[src/hdl/mfp_pkg.sv]
`timescale 1ns / 1ps

package mfp_pkg;

   localparam int MAX_FRAME_BYTES = 280;
   localparam int CNT_BITS = $clog2(MAX_FRAME_BYTES + 1);
   // counter must also hold the longest legal frame (280)
   localparam int CNT_W = (CNT_BITS > 9) ? CNT_BITS : 9;

   localparam logic [7:0] MAGIC_V1 = 8'hFE;
   localparam logic [7:0] MAGIC_V2 = 8'hFD;

   localparam logic [3:0] V1_OVERHEAD = 4'd8;
   localparam logic [3:0] V2_OVERHEAD = 4'd12;
   localparam logic [3:0] SIG_BYTES   = 4'd13;
   localparam logic [3:0] V1_HDR_LEN  = 4'd6;
   localparam logic [3:0] V2_HDR_LEN  = 4'd10;
   localparam logic [3:0] HB_OFFSET   = 4'd4;
   localparam logic [7:0] HB_MIN_LEN  = 8'd9;
   localparam int         HB_ARMED_BIT = 7;
   localparam int         SIGNED_FLAG_BIT = 0;

   localparam logic [15:0] CRC_INIT = 16'hFFFF;

   localparam int HDR_BYTES = 10;
   localparam int HDR_IDX_W = $clog2(HDR_BYTES);
   localparam int HB_BYTES  = 3;

   localparam int XTAB_DEPTH = 100;

   localparam logic [8:0] XID_TAB [XTAB_DEPTH] = '{
      9'd0,   9'd1,   9'd2,   9'd4,   9'd11,  9'd20,  9'd21,  9'd22,  9'd23,  9'd24,
      9'd25,  9'd26,  9'd27,  9'd29,  9'd30,  9'd31,  9'd32,  9'd33,  9'd35,  9'd36,
      9'd37,  9'd38,  9'd39,  9'd40,  9'd41,  9'd42,  9'd43,  9'd44,  9'd45,  9'd46,
      9'd47,  9'd51,  9'd62,  9'd65,  9'd66,  9'd69,  9'd70,  9'd73,  9'd74,  9'd75,
      9'd76,  9'd77,  9'd82,  9'd84,  9'd86,  9'd109, 9'd110, 9'd111, 9'd125, 9'd126,
      9'd147, 9'd148, 9'd152, 9'd193, 9'd230, 9'd231, 9'd241, 9'd242, 9'd245, 9'd253,
      9'd254, 9'd256, 9'd257, 9'd258, 9'd259, 9'd260, 9'd261, 9'd262, 9'd263, 9'd264,
      9'd265, 9'd266, 9'd267, 9'd268, 9'd269, 9'd270, 9'd280, 9'd281, 9'd282, 9'd283,
      9'd284, 9'd285, 9'd286, 9'd287, 9'd288, 9'd299, 9'd301, 9'd310, 9'd311, 9'd320,
      9'd321, 9'd322, 9'd323, 9'd324, 9'd330, 9'd331, 9'd332, 9'd333, 9'd334, 9'd335
   };

   localparam logic [7:0] XVAL_TAB [XTAB_DEPTH] = '{
      8'd50,  8'd124, 8'd137, 8'd237, 8'd89,  8'd214, 8'd159, 8'd220, 8'd168, 8'd24,
      8'd23,  8'd170, 8'd144, 8'd115, 8'd39,  8'd246, 8'd185, 8'd104, 8'd244, 8'd222,
      8'd212, 8'd9,   8'd254, 8'd230, 8'd28,  8'd28,  8'd132, 8'd221, 8'd232, 8'd11,
      8'd153, 8'd196, 8'd183, 8'd118, 8'd148, 8'd243, 8'd124, 8'd38,  8'd20,  8'd158,
      8'd152, 8'd143, 8'd49,  8'd143, 8'd5,   8'd185, 8'd84,  8'd34,  8'd203, 8'd220,
      8'd154, 8'd178, 8'd208, 8'd71,  8'd163, 8'd105, 8'd90,  8'd104, 8'd130, 8'd83,
      8'd46,  8'd71,  8'd131, 8'd187, 8'd92,  8'd146, 8'd179, 8'd12,  8'd133, 8'd49,
      8'd26,  8'd193, 8'd35,  8'd14,  8'd109, 8'd59,  8'd70,  8'd48,  8'd123, 8'd74,
      8'd99,  8'd137, 8'd210, 8'd1,   8'd20,  8'd19,  8'd243, 8'd28,  8'd95,  8'd243,
      8'd88,  8'd243, 8'd78,  8'd132, 8'd23,  8'd91,  8'd236, 8'd231, 8'd72,  8'd225
   };

   typedef enum logic [1:0] {
      CRC_UNKNOWN  = 2'd0,
      CRC_MATCH    = 2'd1,
      CRC_MISMATCH = 2'd2
   } crc_status_type;

   typedef struct packed {
      logic       known;
      logic [7:0] extra;
   } extra_info_type;

   typedef struct packed {
      logic [8:0]     frame_length;
      logic [23:0]    msg_num;
      logic [7:0]     src_sys;
      logic [7:0]     src_comp;
      logic           is_v2;
      crc_status_type crc_status;
      logic           urgent;
      logic           hb_valid;
      logic           hb_armed;
      logic [7:0]     hb_vehicle;
      logic [7:0]     hb_autopilot;
      logic [31:0]    error_total;
   } result_type;

   // CRC-16/MCRF4XX, one byte
   function automatic logic [15:0] crc_step(input logic [15:0] crc, input logic [7:0] d);
      logic [7:0] t;
      t = d ^ crc[7:0];
      t = t ^ {t[3:0], 4'b0000};
      return {8'h00, crc[15:8]} ^ {t, 8'h00} ^ {5'b00000, t, 3'b000} ^ {12'h000, t[7:4]};
   endfunction

   function automatic extra_info_type lookup_extra(input logic [23:0] id);
      extra_info_type r;
      r.known = 1'b0;
      r.extra = 8'h00;
      for (int i = 0; i < XTAB_DEPTH; i++) begin
         if (id == {15'd0, XID_TAB[i]}) begin
            r.known = 1'b1;
            r.extra = XVAL_TAB[i];
         end
      end
      return r;
   endfunction

   function automatic logic in_priority_set(input logic [23:0] id);
      logic hit;
      hit = (id == 24'd11) || (id == 24'd23) || (id == 24'd69) || (id == 24'd70) ||
            (id == 24'd75) || (id == 24'd76) || (id == 24'd77);
      hit = hit || (id >= 24'd37 && id <= 24'd51);
      hit = hit || (id == 24'd66) || (id == 24'd82) || (id == 24'd84) ||
            (id == 24'd86) || (id == 24'd110);
      hit = hit || (id >= 24'd282 && id <= 24'd288);
      return hit;
   endfunction

endpackage

[src/hdl/mfp_if.sv]
`timescale 1ns / 1ps

interface mfp_req_if;
   logic       valid;
   logic       ready;
   logic [7:0] byte_in;

   modport source (output valid, output byte_in, input ready);
   modport sink (input valid, input byte_in, output ready);
endinterface

interface mfp_rsp_if;
   logic        valid;
   logic        ready;
   logic [8:0]  frame_length;
   logic [23:0] msg_num;
   logic [7:0]  src_sys;
   logic [7:0]  src_comp;
   logic        is_v2;
   logic [1:0]  crc_status;
   logic        urgent;
   logic        hb_valid;
   logic        hb_armed;
   logic [7:0]  hb_vehicle;
   logic [7:0]  hb_autopilot;
   logic [31:0] error_total;

   modport source (output valid, output frame_length, output msg_num, output src_sys,
                   output src_comp, output is_v2, output crc_status, output urgent,
                   output hb_valid, output hb_armed, output hb_vehicle,
                   output hb_autopilot, output error_total, input ready);
   modport sink (input valid, input frame_length, input msg_num, input src_sys,
                 input src_comp, input is_v2, input crc_status, input urgent,
                 input hb_valid, input hb_armed, input hb_vehicle,
                 input hb_autopilot, input error_total, output ready);
endinterface

[src/hdl/mavlink_frame_parser.sv]
`timescale 1ns / 1ps
// A frame's result reaches the output after its last byte is accepted, through the byte
// register, then the result register.
// Throughput: one byte per cycle; set by the per-byte CRC update loop.
// Bytes keep flowing while a result waits; only a byte that ends another frame stalls.
// Reset (synchronous): hunting for a start marker, CRC 0xFFFF, error count 0.

module mavlink_frame_parser (
   input logic   clock,
   input logic   reset,
   mfp_req_if.sink   req_ch,
   mfp_rsp_if.source rsp_ch
);
   import mfp_pkg::*;

   logic             in_valid_ff;
   logic [7:0]       in_byte_ff;

   logic [CNT_W-1:0] cnt_ff, cnt_in;
   logic [8:0]       fexp_ff, fexp_in;
   logic [15:0]      crc_ff, crc_in;
   logic [7:0]       crc_lo_ff, crc_lo_in;
   logic [31:0]      err_ff, err_in;
   logic [7:0]       hb_ff [HB_BYTES];
   logic [7:0]       hdr_ff [HDR_BYTES];

   logic             rsp_valid_ff;
   result_type       res_ff, res_in;

   logic             hdr_we;
   logic             hb_we;
   logic [1:0]       hb_idx;
   logic             emit;
   logic             advance;

   logic             v2;
   logic [3:0]       hlen;
   logic [CNT_W-1:0] crcoff;
   logic [CNT_W-1:0] cnt_inc;
   logic [23:0]      cur_id;
   extra_info_type   xinfo;
   logic             match;
   logic             hb_ok;

   assign v2      = (hdr_ff[0] == MAGIC_V2);
   assign hlen    = v2 ? V2_HDR_LEN : V1_HDR_LEN;
   assign crcoff  = CNT_W'(hlen) + CNT_W'(hdr_ff[1]);
   assign cnt_inc = cnt_ff + CNT_W'(1);
   assign cur_id  = v2 ? {hdr_ff[9], hdr_ff[8], hdr_ff[7]} : {16'h0000, hdr_ff[5]};
   assign xinfo   = lookup_extra(cur_id);

   always_comb begin
      cnt_in    = cnt_ff;
      fexp_in   = fexp_ff;
      crc_in    = crc_ff;
      crc_lo_in = crc_lo_ff;
      err_in    = err_ff;
      hdr_we    = 1'b0;
      hb_we     = 1'b0;
      hb_idx    = 2'd0;
      emit      = 1'b0;
      if (cnt_ff == '0) begin
         if (in_byte_ff == MAGIC_V1 || in_byte_ff == MAGIC_V2) begin
            hdr_we  = 1'b1;
            cnt_in  = CNT_W'(1);
            fexp_in = '0;
            crc_in  = CRC_INIT;
         end
      end else if (cnt_ff >= CNT_W'(MAX_FRAME_BYTES)) begin
         err_in  = err_ff + 32'd1;
         cnt_in  = '0;
         fexp_in = '0;
      end else begin
         hdr_we = (cnt_ff < CNT_W'(HDR_BYTES));
         cnt_in = cnt_inc;
         if (cnt_ff == CNT_W'(1)) begin
            // v2 starts from 12, v1 from 8 bytes of overhead
            fexp_in = (v2 ? 9'(V2_OVERHEAD) : 9'(V1_OVERHEAD)) + 9'(in_byte_ff);
            crc_in  = crc_step(crc_ff, in_byte_ff);
         end else begin
            if (v2 && cnt_ff == CNT_W'(2) && in_byte_ff[SIGNED_FLAG_BIT]) begin
               fexp_in = fexp_ff + 9'(SIG_BYTES);
            end
            if (cnt_ff < crcoff) begin
               crc_in = crc_step(crc_ff, in_byte_ff);
               if (cnt_ff >= CNT_W'(hlen) + CNT_W'(HB_OFFSET) &&
                   cnt_ff <= CNT_W'(hlen) + CNT_W'(HB_OFFSET) + CNT_W'(2)) begin
                  hb_we  = 1'b1;
                  hb_idx = 2'(cnt_ff - CNT_W'(hlen) - CNT_W'(HB_OFFSET));
               end
            end else if (cnt_ff == crcoff) begin
               if (xinfo.known) begin
                  crc_in = crc_step(crc_ff, xinfo.extra);
               end
               crc_lo_in = in_byte_ff;
            end else if (cnt_ff == crcoff + CNT_W'(1)) begin
               // all-zero afterwards means the received CRC matched
               crc_in = crc_ff ^ {in_byte_ff, crc_lo_ff};
            end
         end
         if (fexp_in != '0 && cnt_inc == CNT_W'(fexp_in)) begin
            emit    = 1'b1;
            cnt_in  = '0;
            fexp_in = '0;
            if (xinfo.known && crc_in != 16'h0000) begin
               err_in = err_ff + 32'd1;
            end
         end
      end
   end

   assign match = xinfo.known && (crc_in == 16'h0000);
   assign hb_ok = (cur_id == 24'd0) && match && (hdr_ff[1] >= HB_MIN_LEN);

   always_comb begin
      res_in.frame_length = cnt_inc[8:0];
      res_in.msg_num      = cur_id;
      res_in.src_sys      = v2 ? hdr_ff[5] : hdr_ff[3];
      res_in.src_comp     = v2 ? hdr_ff[6] : hdr_ff[4];
      res_in.is_v2        = v2;
      res_in.crc_status   = !xinfo.known ? CRC_UNKNOWN :
                            (match ? CRC_MATCH : CRC_MISMATCH);
      res_in.urgent       = in_priority_set(cur_id);
      res_in.hb_valid     = hb_ok;
      res_in.hb_armed     = hb_ok && hb_ff[2][HB_ARMED_BIT];
      res_in.hb_vehicle   = hb_ok ? hb_ff[0] : 8'h00;
      res_in.hb_autopilot = hb_ok ? hb_ff[1] : 8'h00;
      res_in.error_total  = err_in;
   end

   // a byte that finishes a frame waits only while the result register is still full
   assign advance      = in_valid_ff && (!emit || !rsp_valid_ff || rsp_ch.ready);
   assign req_ch.ready = !in_valid_ff || advance;

   always_ff @(posedge clock) begin
      if (reset) begin
         in_valid_ff <= 1'b0;
      end else if (req_ch.valid && req_ch.ready) begin
         in_valid_ff <= 1'b1;
      end else if (advance) begin
         in_valid_ff <= 1'b0;
      end
   end

   always_ff @(posedge clock) begin
      if (req_ch.valid && req_ch.ready) begin
         in_byte_ff <= req_ch.byte_in;
      end
   end

   always_ff @(posedge clock) begin
      if (reset) begin
         cnt_ff    <= '0;
         fexp_ff   <= '0;
         crc_ff    <= CRC_INIT;
         crc_lo_ff <= '0;
         err_ff    <= '0;
         for (int i = 0; i < HB_BYTES; i++) begin
            hb_ff[i] <= '0;
         end
      end else if (advance) begin
         cnt_ff    <= cnt_in;
         fexp_ff   <= fexp_in;
         crc_ff    <= crc_in;
         crc_lo_ff <= crc_lo_in;
         err_ff    <= err_in;
         if (hb_we) begin
            hb_ff[hb_idx] <= in_byte_ff;
         end
      end
   end

   always_ff @(posedge clock) begin
      if (advance && hdr_we) begin
         hdr_ff[cnt_ff[HDR_IDX_W-1:0]] <= in_byte_ff;
      end
   end

   always_ff @(posedge clock) begin
      if (reset) begin
         rsp_valid_ff <= 1'b0;
      end else if (advance && emit) begin
         rsp_valid_ff <= 1'b1;
      end else if (rsp_ch.ready) begin
         rsp_valid_ff <= 1'b0;
      end
   end

   always_ff @(posedge clock) begin
      if (advance && emit) begin
         res_ff <= res_in;
      end
   end

   assign rsp_ch.valid        = rsp_valid_ff;
   assign rsp_ch.frame_length = res_ff.frame_length;
   assign rsp_ch.msg_num      = res_ff.msg_num;
   assign rsp_ch.src_sys      = res_ff.src_sys;
   assign rsp_ch.src_comp     = res_ff.src_comp;
   assign rsp_ch.is_v2        = res_ff.is_v2;
   assign rsp_ch.crc_status   = res_ff.crc_status;
   assign rsp_ch.urgent       = res_ff.urgent;
   assign rsp_ch.hb_valid     = res_ff.hb_valid;
   assign rsp_ch.hb_armed     = res_ff.hb_armed;
   assign rsp_ch.hb_vehicle   = res_ff.hb_vehicle;
   assign rsp_ch.hb_autopilot = res_ff.hb_autopilot;
   assign rsp_ch.error_total  = res_ff.error_total;

endmodule

[src/flat_wrapper.sv]
// flat-port wrapper written by rule: the top's interface ports become plain ports
module mavlink_frame_parser_flat import mfp_pkg::*;
  (clock, reset, req_ch_valid, req_ch_byte_in, req_ch_ready, rsp_ch_valid, rsp_ch_frame_length, rsp_ch_msg_num, rsp_ch_src_sys, rsp_ch_src_comp, rsp_ch_is_v2, rsp_ch_crc_status, rsp_ch_urgent, rsp_ch_hb_valid, rsp_ch_hb_armed, rsp_ch_hb_vehicle, rsp_ch_hb_autopilot, rsp_ch_error_total, rsp_ch_ready);
  mfp_req_if req_ch_i ();
  mfp_rsp_if rsp_ch_i ();
  input logic clock;
  input logic reset;
  input wire logic [$bits(req_ch_i.valid)-1:0] req_ch_valid;
  input wire logic [$bits(req_ch_i.byte_in)-1:0] req_ch_byte_in;
  output wire logic [$bits(req_ch_i.ready)-1:0] req_ch_ready;
  output wire logic [$bits(rsp_ch_i.valid)-1:0] rsp_ch_valid;
  output wire logic [$bits(rsp_ch_i.frame_length)-1:0] rsp_ch_frame_length;
  output wire logic [$bits(rsp_ch_i.msg_num)-1:0] rsp_ch_msg_num;
  output wire logic [$bits(rsp_ch_i.src_sys)-1:0] rsp_ch_src_sys;
  output wire logic [$bits(rsp_ch_i.src_comp)-1:0] rsp_ch_src_comp;
  output wire logic [$bits(rsp_ch_i.is_v2)-1:0] rsp_ch_is_v2;
  output wire logic [$bits(rsp_ch_i.crc_status)-1:0] rsp_ch_crc_status;
  output wire logic [$bits(rsp_ch_i.urgent)-1:0] rsp_ch_urgent;
  output wire logic [$bits(rsp_ch_i.hb_valid)-1:0] rsp_ch_hb_valid;
  output wire logic [$bits(rsp_ch_i.hb_armed)-1:0] rsp_ch_hb_armed;
  output wire logic [$bits(rsp_ch_i.hb_vehicle)-1:0] rsp_ch_hb_vehicle;
  output wire logic [$bits(rsp_ch_i.hb_autopilot)-1:0] rsp_ch_hb_autopilot;
  output wire logic [$bits(rsp_ch_i.error_total)-1:0] rsp_ch_error_total;
  input wire logic [$bits(rsp_ch_i.ready)-1:0] rsp_ch_ready;
  assign req_ch_i.valid = req_ch_valid;
  assign req_ch_i.byte_in = req_ch_byte_in;
  assign req_ch_ready = req_ch_i.ready;
  assign rsp_ch_valid = rsp_ch_i.valid;
  assign rsp_ch_frame_length = rsp_ch_i.frame_length;
  assign rsp_ch_msg_num = rsp_ch_i.msg_num;
  assign rsp_ch_src_sys = rsp_ch_i.src_sys;
  assign rsp_ch_src_comp = rsp_ch_i.src_comp;
  assign rsp_ch_is_v2 = rsp_ch_i.is_v2;
  assign rsp_ch_crc_status = rsp_ch_i.crc_status;
  assign rsp_ch_urgent = rsp_ch_i.urgent;
  assign rsp_ch_hb_valid = rsp_ch_i.hb_valid;
  assign rsp_ch_hb_armed = rsp_ch_i.hb_armed;
  assign rsp_ch_hb_vehicle = rsp_ch_i.hb_vehicle;
  assign rsp_ch_hb_autopilot = rsp_ch_i.hb_autopilot;
  assign rsp_ch_error_total = rsp_ch_i.error_total;
  assign rsp_ch_i.ready = rsp_ch_ready;
  mavlink_frame_parser u_core (.clock(clock), .reset(reset), .req_ch(req_ch_i), .rsp_ch(rsp_ch_i));
endmodule
[config.mk]
export PLATFORM = sky130hd
export DESIGN_NAME = mavlink_frame_parser_flat
export DESIGN_NICKNAME = d
export VERILOG_FILES = /design/src/hdl/mfp_pkg.sv /design/src/hdl/mfp_if.sv /design/src/hdl/mavlink_frame_parser.sv /design/src/flat_wrapper.sv
export SDC_FILE = /design/constraint.sdc
export NUM_CORES = 1
export LEC_CHECK = 0
export ABC_AREA = 1
export ABC_CLOCK_PERIOD_IN_PS = 6000
export BUFFER_PORTS_ARGS = -buffer_cell sky130_fd_sc_hd__buf_2
export CORE_UTILIZATION = 30
export CTS_CLUSTER_SIZE = 40
export DETAILED_ROUTE_END_ITERATION = 7
export PLACE_DENSITY = 0.45
export SLEW_MARGIN = 20
export SYNTH_ARGS = -nofsm -noshare
export SYNTH_HDL_FRONTEND = slang
export SYNTH_SLANG_ARGS = --single-unit
export TNS_END_PERCENT = 50
[constraint.sdc]
create_clock -name clock -period 6 [get_ports clock]
set_input_delay 0.9 -clock clock [delete_from_list [all_inputs] [get_ports clock]]
set_output_delay 0.9 -clock clock [all_outputs]
set_load 0.01 [all_outputs]
==> flow_summary.yaml, run 1 <==
placed_design:
  dp_slack_ps: 161
  io_buffers: 116
  dp_hpwl_mm: 44.8
  placed_cell_area_mm2: 0.0187
  place.gp.congestion: 0.989
critical_path:
  end_kind: "register"
  cp.arrival_ps: 6080
  slowest_delay_ps: 520
  required_ps: 6430
  crit_top_cell: "nand2_1"
  worstPathMaxFanout: 32
  cp_slowest_cell: "nor4_1"
  startpoint_type: "register"
  crit_type: "register to register"
timing:
  post-route-min-period_ps: 5650
  setup_slack_ps: 349
  drv_slew: 0
  hold_violations: 0
  slew_headroom: 0.423
  fmax_mhz: 177
  worstMarginPinSlew_ps: 865
  skew_ps: 14.7
  rsz0062_at_grt: "yes"
  finalCritPeriodShare: 0.942
  setup_viol: 0
finish:
  layout_common_cells: "nand2_1, inv_1, nor2_1, edfxtp_1, nand3_1"
  area_growth_pct: 17.6
  layout_commonest_cell: "nand2_1"
  final_layout_size_suffix_gt1_frac: 0.161
  final_core_util: 0.356
  layout.nets: 2423
  finalInstanceArea_mm2: 0.0201
routing:
  ant_nets: 0
  firstDrtPassIters: 5
  vias_per_cell: 5.04
  drc: 0
  vias: 15965
  drt_iter0_drc: 1205
  avgRoutedWirePerCell_um: 19.1
  wirelength_mm: 60.4
cts:
  clock_latency_ps: 580
  cts_root_buf: "clkbuf_16"
  clk_path_buf_depth: 3
  cts.sinks: 276
  ctsHoldBuffers: 0
  cts_made_buffers: 31
  clkTransAtPathRegs_ps: 60
  cts_max_level: 1
  cts_tree: "yes"
global_route:
  first_global_vias: 15613
  grt.total_usage: 0.207
  grt_antenna_before_repair: 1
  grt_first_pass_wirelength_mm: 92.3
  grt_max_degree: 79
  grt_overflow: 0
logic_synthesis:
  synth.cell_area_mm2: 0.0170
  synth_compound_area_frac: 0.110
  synth_top_family_by_area: "simple AND/OR/NAND/NOR gates"
  synth_mux_area_frac: 0
  synth_ff_type: "edfxtp_1"
  synth_area_leaders: "edfxtp_1, nand2_1, dfxtp_1"
  synth-simple-area-share: 0.301
  synth-adder-area-share: 0.0176
  syn-num-nets: 2269
  synthCells: 2233
  synth_edf_count: 200
  ys_seq_elements: 276
  synth_xor_xnor_area_share: 0.0287
  yosys.area.top_type: "edfxtp_1"
  async_reset_ff_frac: 0
  synth_top_area_frac: 0.352
  ys_types: 65
  yosysSeqAreaShare: 0.442
  synth_warnings: 0
  syn_area_per_cell_um2: 7.63
run_status:
  outcome: "complete, no violations"
floorplan:
  coreArea_mm2: 0.0563
  die_h_um: 240
  dieArea_mm2: 0.0578
  die_x_um: 240
  ios: 117
  rows: 87
  start_util: 0.303
hold_path:
  min_path_type: "register to register"
pwr:
  total_power_w: 0.00514
  ir_worst_vdd_mv: 0.205
  power_density_mw_per_mm2: 256
  p_leak_nw: 8.65
run:
  cap_viol_max_count: 0
[where the power goes]
| group | leakage, nW | internal (W) | switching, W |
|---|---|---|---|
| combinational | 5.80 | 0.000330 | 0.000806 |
| clock | 0.465 | 0.000995 | 0.000793 |
| sequential | 2.39 | 0.00213 | 0.0000794 |
[worst max-delay path, delay by kind of cell (launching register included)]
family	cells	cell delay [ps]
flip-flops	1	360
AND/OR/NAND/NOR	25	3950
AO/OA/AOI/OAI	1	160
buffers and inverters	7	990
[what timing repair did]
item / 4_1_cts / 5_1_grt
endpoints found under the setup margin: 0 / 84
hold endpoints to repair: 0 / 0
buffers inserted: 0 / 17
resized for setup: 0 / 72
[area by class of cell]
type / instances / area (um^2)
Clock inverter: 21 / 134
Clock buffer: 35 / 801
Sequential cell: 276 / 7530
Tap cell: 756 / 946
Fill cell: 5970 / 36200
Inverter: 343 / 1300
Timing Repair Buffer: 196 / 1260
Antenna cell: 1 / 2.50
Multi-Input combinational cell: 1539 / 8080
[synth_stat cells (all sizes together) (2+ instances only)]
library cell,count
a21oi,100
xnor2,16
a211oi,12
inv,336
o21ai,137
a31oi,14
o21a,2
nand3,167
o22ai,5
nand4,95
xor2,39
ha,24
buf,32
clkinv,7
nor3,54
o211a,3
edfxtp,200
dlygate4sd1,3
or2,7
clkbuf,40
and3,2
o211ai,28
nor4,14
nand2,461
a32oi,3
nor2,321
dfxtp,76
a2111oi,2
o2111ai,6
nand3b,11
o31ai,5
[worst paths after layout]
check,end,slack [ps],start,depth (start not counted)
worst max-delay path,u_core.rsp_ch.hb_vehicle[1],350,u_core.hdr_ff[0][1],33
worst min register to register,u_core.fexp_ff[8],490,u_core.fexp_ff[8],2
worst min-delay path,u_core.fexp_ff[8],490,u_core.fexp_ff[8],2
worst max register to register,u_core.rsp_ch.hb_vehicle[1],350,u_core.hdr_ff[0][1],33
[per-stage QoR]
| stage | cells | hold slack (ps) | TNS (ps) |
|---|---|---|---|
| 6_report | 3167 | 488 | 0 |
| 5_1_grt | 3166 | 473 | -71.5 |
| 4_1_cts | 3149 | 470 | 0 |
| 3_5_place_dp | 3093 | 484 | 0 |
| 3_3_place_gp | 3093 | 479 | 0 |
| 2_1_floorplan | 2233 | 459 | 0 |
[state kept, by name, indices dropped and copies added, names as in the netlist, 2 cells and up]
register	flops
u_core.rsp_ch.crc_status	2
u_core.rsp_ch.error_total	32
u_core.rsp_ch.src_sys	8
u_core.rsp_ch.src_comp	8
u_core.in_byte_ff	8
u_core.hb_ff	17
u_core.cnt_ff	9
u_core.rsp_ch.hb_autopilot	8
u_core.err_ff	32
u_core.rsp_ch.frame_length	9
u_core.hdr_ff	72
u_core.crc_lo_ff	8
u_core.fexp_ff	9
u_core.crc_ff	16
u_core.rsp_ch.msg_num	24
u_core.rsp_ch.hb_vehicle	8
[layer usage]
layer | vias up | GRT usage | routed length (um)
met5 | - | 0 | 0
met1 | 7635 | 0.270 | 26700
met2 | 441 | 0.351 | 28600
met3 | 116 | 0.0239 | 2890
met4 | 0 | 0.0770 | 2230
li1 | 7773 | - | -
[cells by family (layout without fill, tap and decap cells)]
group / count (synthesis) / after routing
buffers and inverters: 418 / 595
adder cells (fa/ha/maj): 24 / 24
XOR/XNOR: 55 / 55
flip-flops: 276 / 276
AND/OR/NAND/NOR: 1136 / 1136
other: 0 / 1
AO/OA/AOI/OAI: 324 / 324
Power figures use the tool's default switching activity.
==> run 2, diff against run 1 <==
--- a/config.mk
+++ b/config.mk
@@ -12,6 +12,7 @@
 export CTS_CLUSTER_SIZE = 40
 export DETAILED_ROUTE_END_ITERATION = 7
 export PLACE_DENSITY = 0.45
+export SETUP_SLACK_MARGIN = 0.5
 export SLEW_MARGIN = 20
 export SYNTH_ARGS = -nofsm -noshare
 export SYNTH_HDL_FRONTEND = slang
==> run 2 against run 1 <==
Effect of this change:
- clock skew rose by 22 ps
- sequential power about the same
- core utilization increased by 2.2 points
- via count rose by 2.8%
- register-to-register slack gained 120 ps
- clock power grew 14%
- critical endpoint is now u_core.rsp_ch.error_total[13]
==> flow_summary.yaml, run 2 (synthesized netlist as in run 1, its figures left out) <==
timing:
  setup_viol: 0
  rsz0062_at_grt: "yes"
  skew_ps: 36.9
  post-route-min-period_ps: 5530
  tns_ps: 0
  hold_violations: 0
  drv_slew: 0
  finalCritPeriodShare: 0.922
  slew_headroom: 0.416
  fmax_mhz: 181
  worstMarginPinSlew_ps: 873
global_route:
  grt_max_degree: 63
  grt.total_usage: 0.216
  met3_usage: 0.0271
  grt_antenna_before_repair: 1
  first_global_vias: 15853
  use_met1: 0.279
  met2_usage: 0.367
  grt_first_pass_wirelength_mm: 94.9
  busiest_layer: "met2"
  grt_overflow: 0
routing:
  vias: 16405
  firstDrtPassIters: 7
  ant_nets: 0
  vias_per_cell: 5.09
  wirelength_mm: 63.5
  drc: 0
  drt_iter0_drc: 1217
  avgRoutedWirePerCell_um: 19.7
critical_path:
  crit_end: "u_core.rsp_ch.error_total[13]"
  path_buf_inv: 12
  r2r_setup_slack_ps: 470
  rr_endpoint: "u_core.rsp_ch.error_total[13]"
  reg2reg_depth: 39
  path_delay_family: "simple AND/OR/NAND/NOR gates"
  crit_type: "register to register"
  end_kind: "register"
  slowest_delay_ps: 490
  cp.arrival_ps: 5810
  r2r-start: "u_core.hdr_ff[0][1]"
  cp_slowest_cell: "nor4_1"
  required_ps: 6280
  worstPathMaxFanout: 15
  worstSetupPathDepth: 39
  startpoint_type: "register"
  critPathLaunch: "u_core.hdr_ff[0][1]"
cts:
  cts_made_buffers: 34
  clkTransAtPathRegs_ps: 60
  cts_max_level: 2
  cts_root_buf: "clkbuf_16"
  clock_latency_ps: 550
  cts.sinks: 276
  cts_tree: "yes"
  clk_path_buf_depth: 3
  ctsHoldBuffers: 0
finish:
  layout_common_cells: "nand2_1, inv_1, nor2_1, edfxtp_1, nand3_1"
  antenna_cells: 0
  area_growth_pct: 24.9
  largest_register_ffs: 72
  final_core_util: 0.378
  layout_commonest_cell: "nand2_1"
  final_layout_size_suffix_gt1_frac: 0.216
  layout.nets: 2479
floorplan:
  dieArea_mm2: 0.0578
  rows: 87
  die_h_um: 240
  ios: 117
  die_x_um: 240
  start_util: 0.303
  coreArea_mm2: 0.0563
pwr:
  power_density_mw_per_mm2: 257
  ir_worst_vdd_mv: 0.183
  p_leak_nw: 9.08
placed_design:
  io_buffers: 116
  dp_hpwl_mm: 45.2
  place.gp.congestion: 1.02
hold_path:
  min_path_type: "register to register"
  hp-start: "u_core.fexp_ff[8]"
run:
  cap_viol_max_count: 0
run_status:
  outcome: "complete, no violations"
## run 2: cell types whose count changed in the layout (fill, tap and decap cells not counted), sizes merged
cell      previous run  this run
clkbuf              35        48
clkinvlp             0         2
nand2              461       464
clkinv              25        18
buf                196       241
bufinv               1         2
diode                1         0
inv                338       339
## run 2: area by class of cell
| type | instances | area (um^2) |
|---|---|---|
| fill | 5952 | 35000 |
| multi-input combinational | 1542 | 8580 |
| sequential | 276 | 7530 |
| timing repair buffer | 246 | 1840 |
| inverter | 343 | 1310 |
| clock buffer | 43 | 946 |
| tap | 756 | 946 |
| clock inverter | 18 | 150 |
## run 2: through the flow
| stage | hold slack (ps) | setup slack [ps] | area (um^2) | power (W) | instances |
|---|---|---|---|---|---|
| 3_5_place_dp | 481 | 175 | 18800 | 0.00337 | 3113 |
| 4_1_cts | 489 | 461 | 20200 | 0.00546 | 3184 |
| 3_3_place_gp | 476 | 30.8 | 18800 | 0.00337 | 3113 |
| 6_report | 487 | 471 | 21300 | 0.00548 | 3224 |
| 5_1_grt | 516 | 70.5 | 21300 | 0.00574 | 3224 |
| 2_1_floorplan | 459 | 703 | 17100 | 0.00298 | 2233 |
## run 2: tightest hold or removal path, delay by kind of cell, from the launching register on
| family | cells | cell delay [ps] |
|---|---|---|
| buffers and inverters | 1 | 70 |
| flip-flops | 1 | 290 |
| AO/OA/AOI/OAI | 1 | 70 |
## run 2: how the worst min path moves through the flow
stage | end | slack [ps] | cells after the start
3_5_place_dp | u_core.fexp_ff[8] | 480 | 2
3_3_place_gp | u_core.fexp_ff[8] | 480 | 2
2_1_floorplan | u_core.fexp_ff[8] | 460 | 2
5_1_grt | u_core.fexp_ff[8] | 520 | 2
6_report | u_core.fexp_ff[8] | 490 | 2
4_1_cts | u_core.fexp_ff[8] | 490 | 2
## run 2: metal layers
layer  wire length (um)  up-vias  part of all wire
li1                   -     7937                 -
met1              28000     7896              0.44
met2              30600      448              0.48
met3               2650      122             0.042
met4               2250        2             0.035
met5                 13        -           0.00020
## run 2: timing repair
action                     4_1_cts  5_1_grt
pin swaps                        5       98
cloned                           5        8
setup endpoints to repair       84      109
gates resized for setup         32      184
buffers inserted                 5       32
## run 2: where the power goes
part	internal (W)	switching (W)	total (W)
Combinational	0.000368	0.000850	0.00122
Clock	0.00121	0.000831	0.00204
Sequential	0.00213	0.0000899	0.00222
Total	0.00371	0.00177	0.00548
==> run 3, diff against run 2 <==
--- a/config.mk
+++ b/config.mk
@@ -5,7 +5,6 @@
 export SDC_FILE = /design/constraint.sdc
 export NUM_CORES = 1
 export LEC_CHECK = 0
-export ABC_AREA = 1
 export ABC_CLOCK_PERIOD_IN_PS = 6000
 export BUFFER_PORTS_ARGS = -buffer_cell sky130_fd_sc_hd__buf_2
 export CORE_UTILIZATION = 30
==> run 3 against run 2 <==
Effect of this change:
- critical endpoint is now u_core.err_ff[23]
- worst setup slack improved by 4.1 ps
- largest power group is now clock
- sequential share of layout area decreased by 3.7 points
- clock skew rose by 12 ps
==> flow_summary.yaml, run 3 <==
run_status:
  outcome: "complete, no violations"
placed_design:
  dp_slack_ps: 105
  placed_cell_area_mm2: 0.0216
  place.gp.congestion: 0.984
  io_buffers: 116
  dp_hpwl_mm: 58.1
critical_path:
  required_ps: 6470
  path_delay_family: "simple AND/OR/NAND/NOR gates"
  r2r-start: "u_core.hdr_ff[5][4]"
  cp.arrival_ps: 6000
  crit_type: "register to register"
  r2r_setup_slack_ps: 470
  slowest_delay_ps: 890
  rr_endpoint: "u_core.err_ff[23]"
  cp_slowest_cell: "or4b_2"
  worstPathCellList: "buf_4 > or4b_2 > a211oi_1 > a32oi_1 > a32oi_2 > nor4b_1 > buf_4 > a32oi_1 > xnor2_1 > xnor2_2 > buf_4 > a221oi_2 > nand2_1 > nand4_1 > and4b_4 > buf_4 > clkbuf_16 > buf_4 > or4b_1 > a21oi_1"
  reg2reg_depth: 20
  worstSetupPathDepth: 20
  crit_top_cell: "buf_4"
  end_kind: "register"
  worstPathMaxFanout: 11
  startpoint_type: "register"
  path_buf_inv: 6
floorplan:
  rows: 92
  die_x_um: 255
  coreArea_mm2: 0.0631
  die_h_um: 255
  dieArea_mm2: 0.0648
  start_util: 0.304
  ios: 117
finish:
  layout_common_cells: "buf_4, edfxtp_1, nand2_1, nor2_1, buf_2"
  layout.nets: 2322
  largest_register_ffs: 72
  layout_commonest_cell: "buf_4"
  final_layout_size_suffix_gt1_frac: 0.251
  finalInstanceArea_mm2: 0.0238
  area_growth_pct: 24.4
routing:
  vias: 18963
  drc: 0
  firstDrtPassIters: 6
  ant_nets: 0
  drt_iter0_drc: 1952
  wirelength_mm: 84.3
  vias_per_cell: 6.00
  avgRoutedWirePerCell_um: 26.7
timing:
  worstMarginPinSlew_ps: 933
  finalCritPeriodShare: 0.921
  setup_viol: 0
  hold_violations: 0
  post-route-min-period_ps: 5530
  slew_headroom: 0.376
  drv_slew: 0
  hold_slack_ps: 498
  setup_slack_ps: 475
  fmax_mhz: 181
  rsz0062_at_grt: "yes"
  skew_ps: 48.8
logic_synthesis:
  synth_ff_type: "edfxtp_1"
  async_reset_ff_frac: 0
  synth_area_leaders: "edfxtp_1, dfxtp_1, nand2_1"
  syn_area_per_cell_um2: 9.25
  ys_top_cells_by_count: "edfxtp_1, nand2_1, nor2_1"
  ys_seq_elements: 276
  synth.cell_area_mm2: 0.0191
  syn-num-nets: 2107
  synth_most_common_cell: "edfxtp_1"
  yosys.area.top_type: "edfxtp_1"
  synthCells: 2071
  yosysSeqAreaShare: 0.393
  synth_warnings: 0
  ys_types: 108
  synth_top_area_frac: 0.314
  synth_edf_count: 200
pwr:
  p_leak_nw: 9.15
  power_density_mw_per_mm2: 184
  ir_worst_vdd_mv: 0.143
cts:
  clock_latency_ps: 580
  cts_tree: "yes"
  cts_made_buffers: 35
  cts_max_level: 2
  cts_root_buf: "clkbuf_16"
  cts.sinks: 276
  clkTransAtPathRegs_ps: 60
  clk_path_buf_depth: 3
global_route:
  grt_max_degree: 101
  grt_antenna_before_repair: 1
  first_global_vias: 17871
  grt_first_pass_wirelength_mm: 120
  grt_overflow: 0
  grt.total_usage: 0.250
hold_path:
  hold_depth: 2
  hp-start: "u_core.hdr_ff[3][5]"
  hold-path-endpoint: "u_core.rsp_ch.src_sys[5]"
  min_path_type: "register to register"
run:
  cap_viol_max_count: 0
## run 3: cell types whose count changed in the layout (fill, tap and decap cells not counted), moves of 69 or more
cell,delta
nor2_1,-143
and3_1,+69
nand3_1,-69
buf_4,+130
inv_1,-275
nand2_1,-197
## run 3: per-layer routing
metal / share of wire / global-route usage
met1: 0.43 / 0.344
met2: 0.44 / 0.383
met3: 0.078 / 0.0359
met4: 0.050 / 0.123
met5: 0 / 0
## run 3: logic make-up (layout without fill, tap and decap cells)
kind of cell,after synthesis,after routing,share of synthesized area
AND/OR/NAND/NOR,907,908,0.272
AO/OA/AOI/OAI,470,470,0.177
flip-flops,276,276,0.393
buffers and inverters,235,475,0.0606
XOR/XNOR,123,123,0.0611
multiplexers,36,36,0.0202
adder cells (fa/ha/maj),24,24,0.0157
other,0,2,0
## run 3: how the worst max path moves through the flow
| stage | slack, ps | start | endpoint |
|---|---|---|---|
| after floorplan | 230 | u_core.hdr_ff[0][0] | u_core.rsp_ch.error_total[1] |
| after global placement | -30 | u_core.hdr_ff[0][1] | u_core.err_ff[25] |
| after detailed placement | 100 | u_core.hdr_ff[0][1] | u_core.err_ff[3] |
| after CTS | 530 | u_core.hdr_ff[0][1] | u_core.err_ff[25] |
| after global routing | 350 | u_core.hdr_ff[0][1] | u_core.err_ff[23] |
| final | 470 | u_core.hdr_ff[5][4] | u_core.err_ff[23] |
## run 3: cell type report
class | count | area, um^2
Clock inverter | 15 | 131
Sequential cell | 276 | 7530
Fill cell | 6431 | 39300
Multi-Input combinational cell | 1561 | 11000
Timing Repair Buffer | 379 | 2920
Clock buffer | 48 | 997
Antenna cell | 2 | 5.00
Inverter | 33 | 131
Tap cell | 846 | 1060
## run 3: per-stage QoR
stage / power [W] / cells / util / TNS [ps]
after floorplan: 0.00219 / 2071 / - / 0
after CTS: 0.00443 / 3131 / 0.365 / 0
after global routing: 0.00453 / 3159 / 0.377 / 0
final: 0.00438 / 3160 / 0.377 / 0
after detailed placement: 0.00229 / 3039 / 0.342 / 0
after global placement: 0.00229 / 3039 / 0.342 / -33.6
## run 3: where the power goes
| part | switching [W] | internal [W] | leakage, nW |
|---|---|---|---|
| Sequential | 0.0000175 | 0.00204 | 2.62 |
| Combinational | 0.000121 | 0.0000836 | 5.98 |
| Clock | 0.000894 | 0.00122 | 0.552 |
| Total | 0.00103 | 0.00335 | 9.15 |
## run 3: repair_timing
item                       4_1_cts  5_1_grt
cloned                           1        6
buffers inserted                28       21
hold buffers                     0        0
pin swaps                        3       28
gates resized for setup         24       89
setup endpoints to repair       84       93
## run 3: worst register-to-register path, cell delays in order, from the launching register on
cell,delay (ps)
edfxtp_1,400
buf_4,200
or4b_2,900
a211oi_1,350
a32oi_1,190
a32oi_2,410
nor4b_1,110
buf_4,180
a32oi_1,280
xnor2_1,160
xnor2_2,190
buf_4,160
a221oi_2,420
nand2_1,100
nand4_1,90
and4b_4,250
buf_4,160
clkbuf_16,160
buf_4,140
or4b_1,450
a21oi_1,140
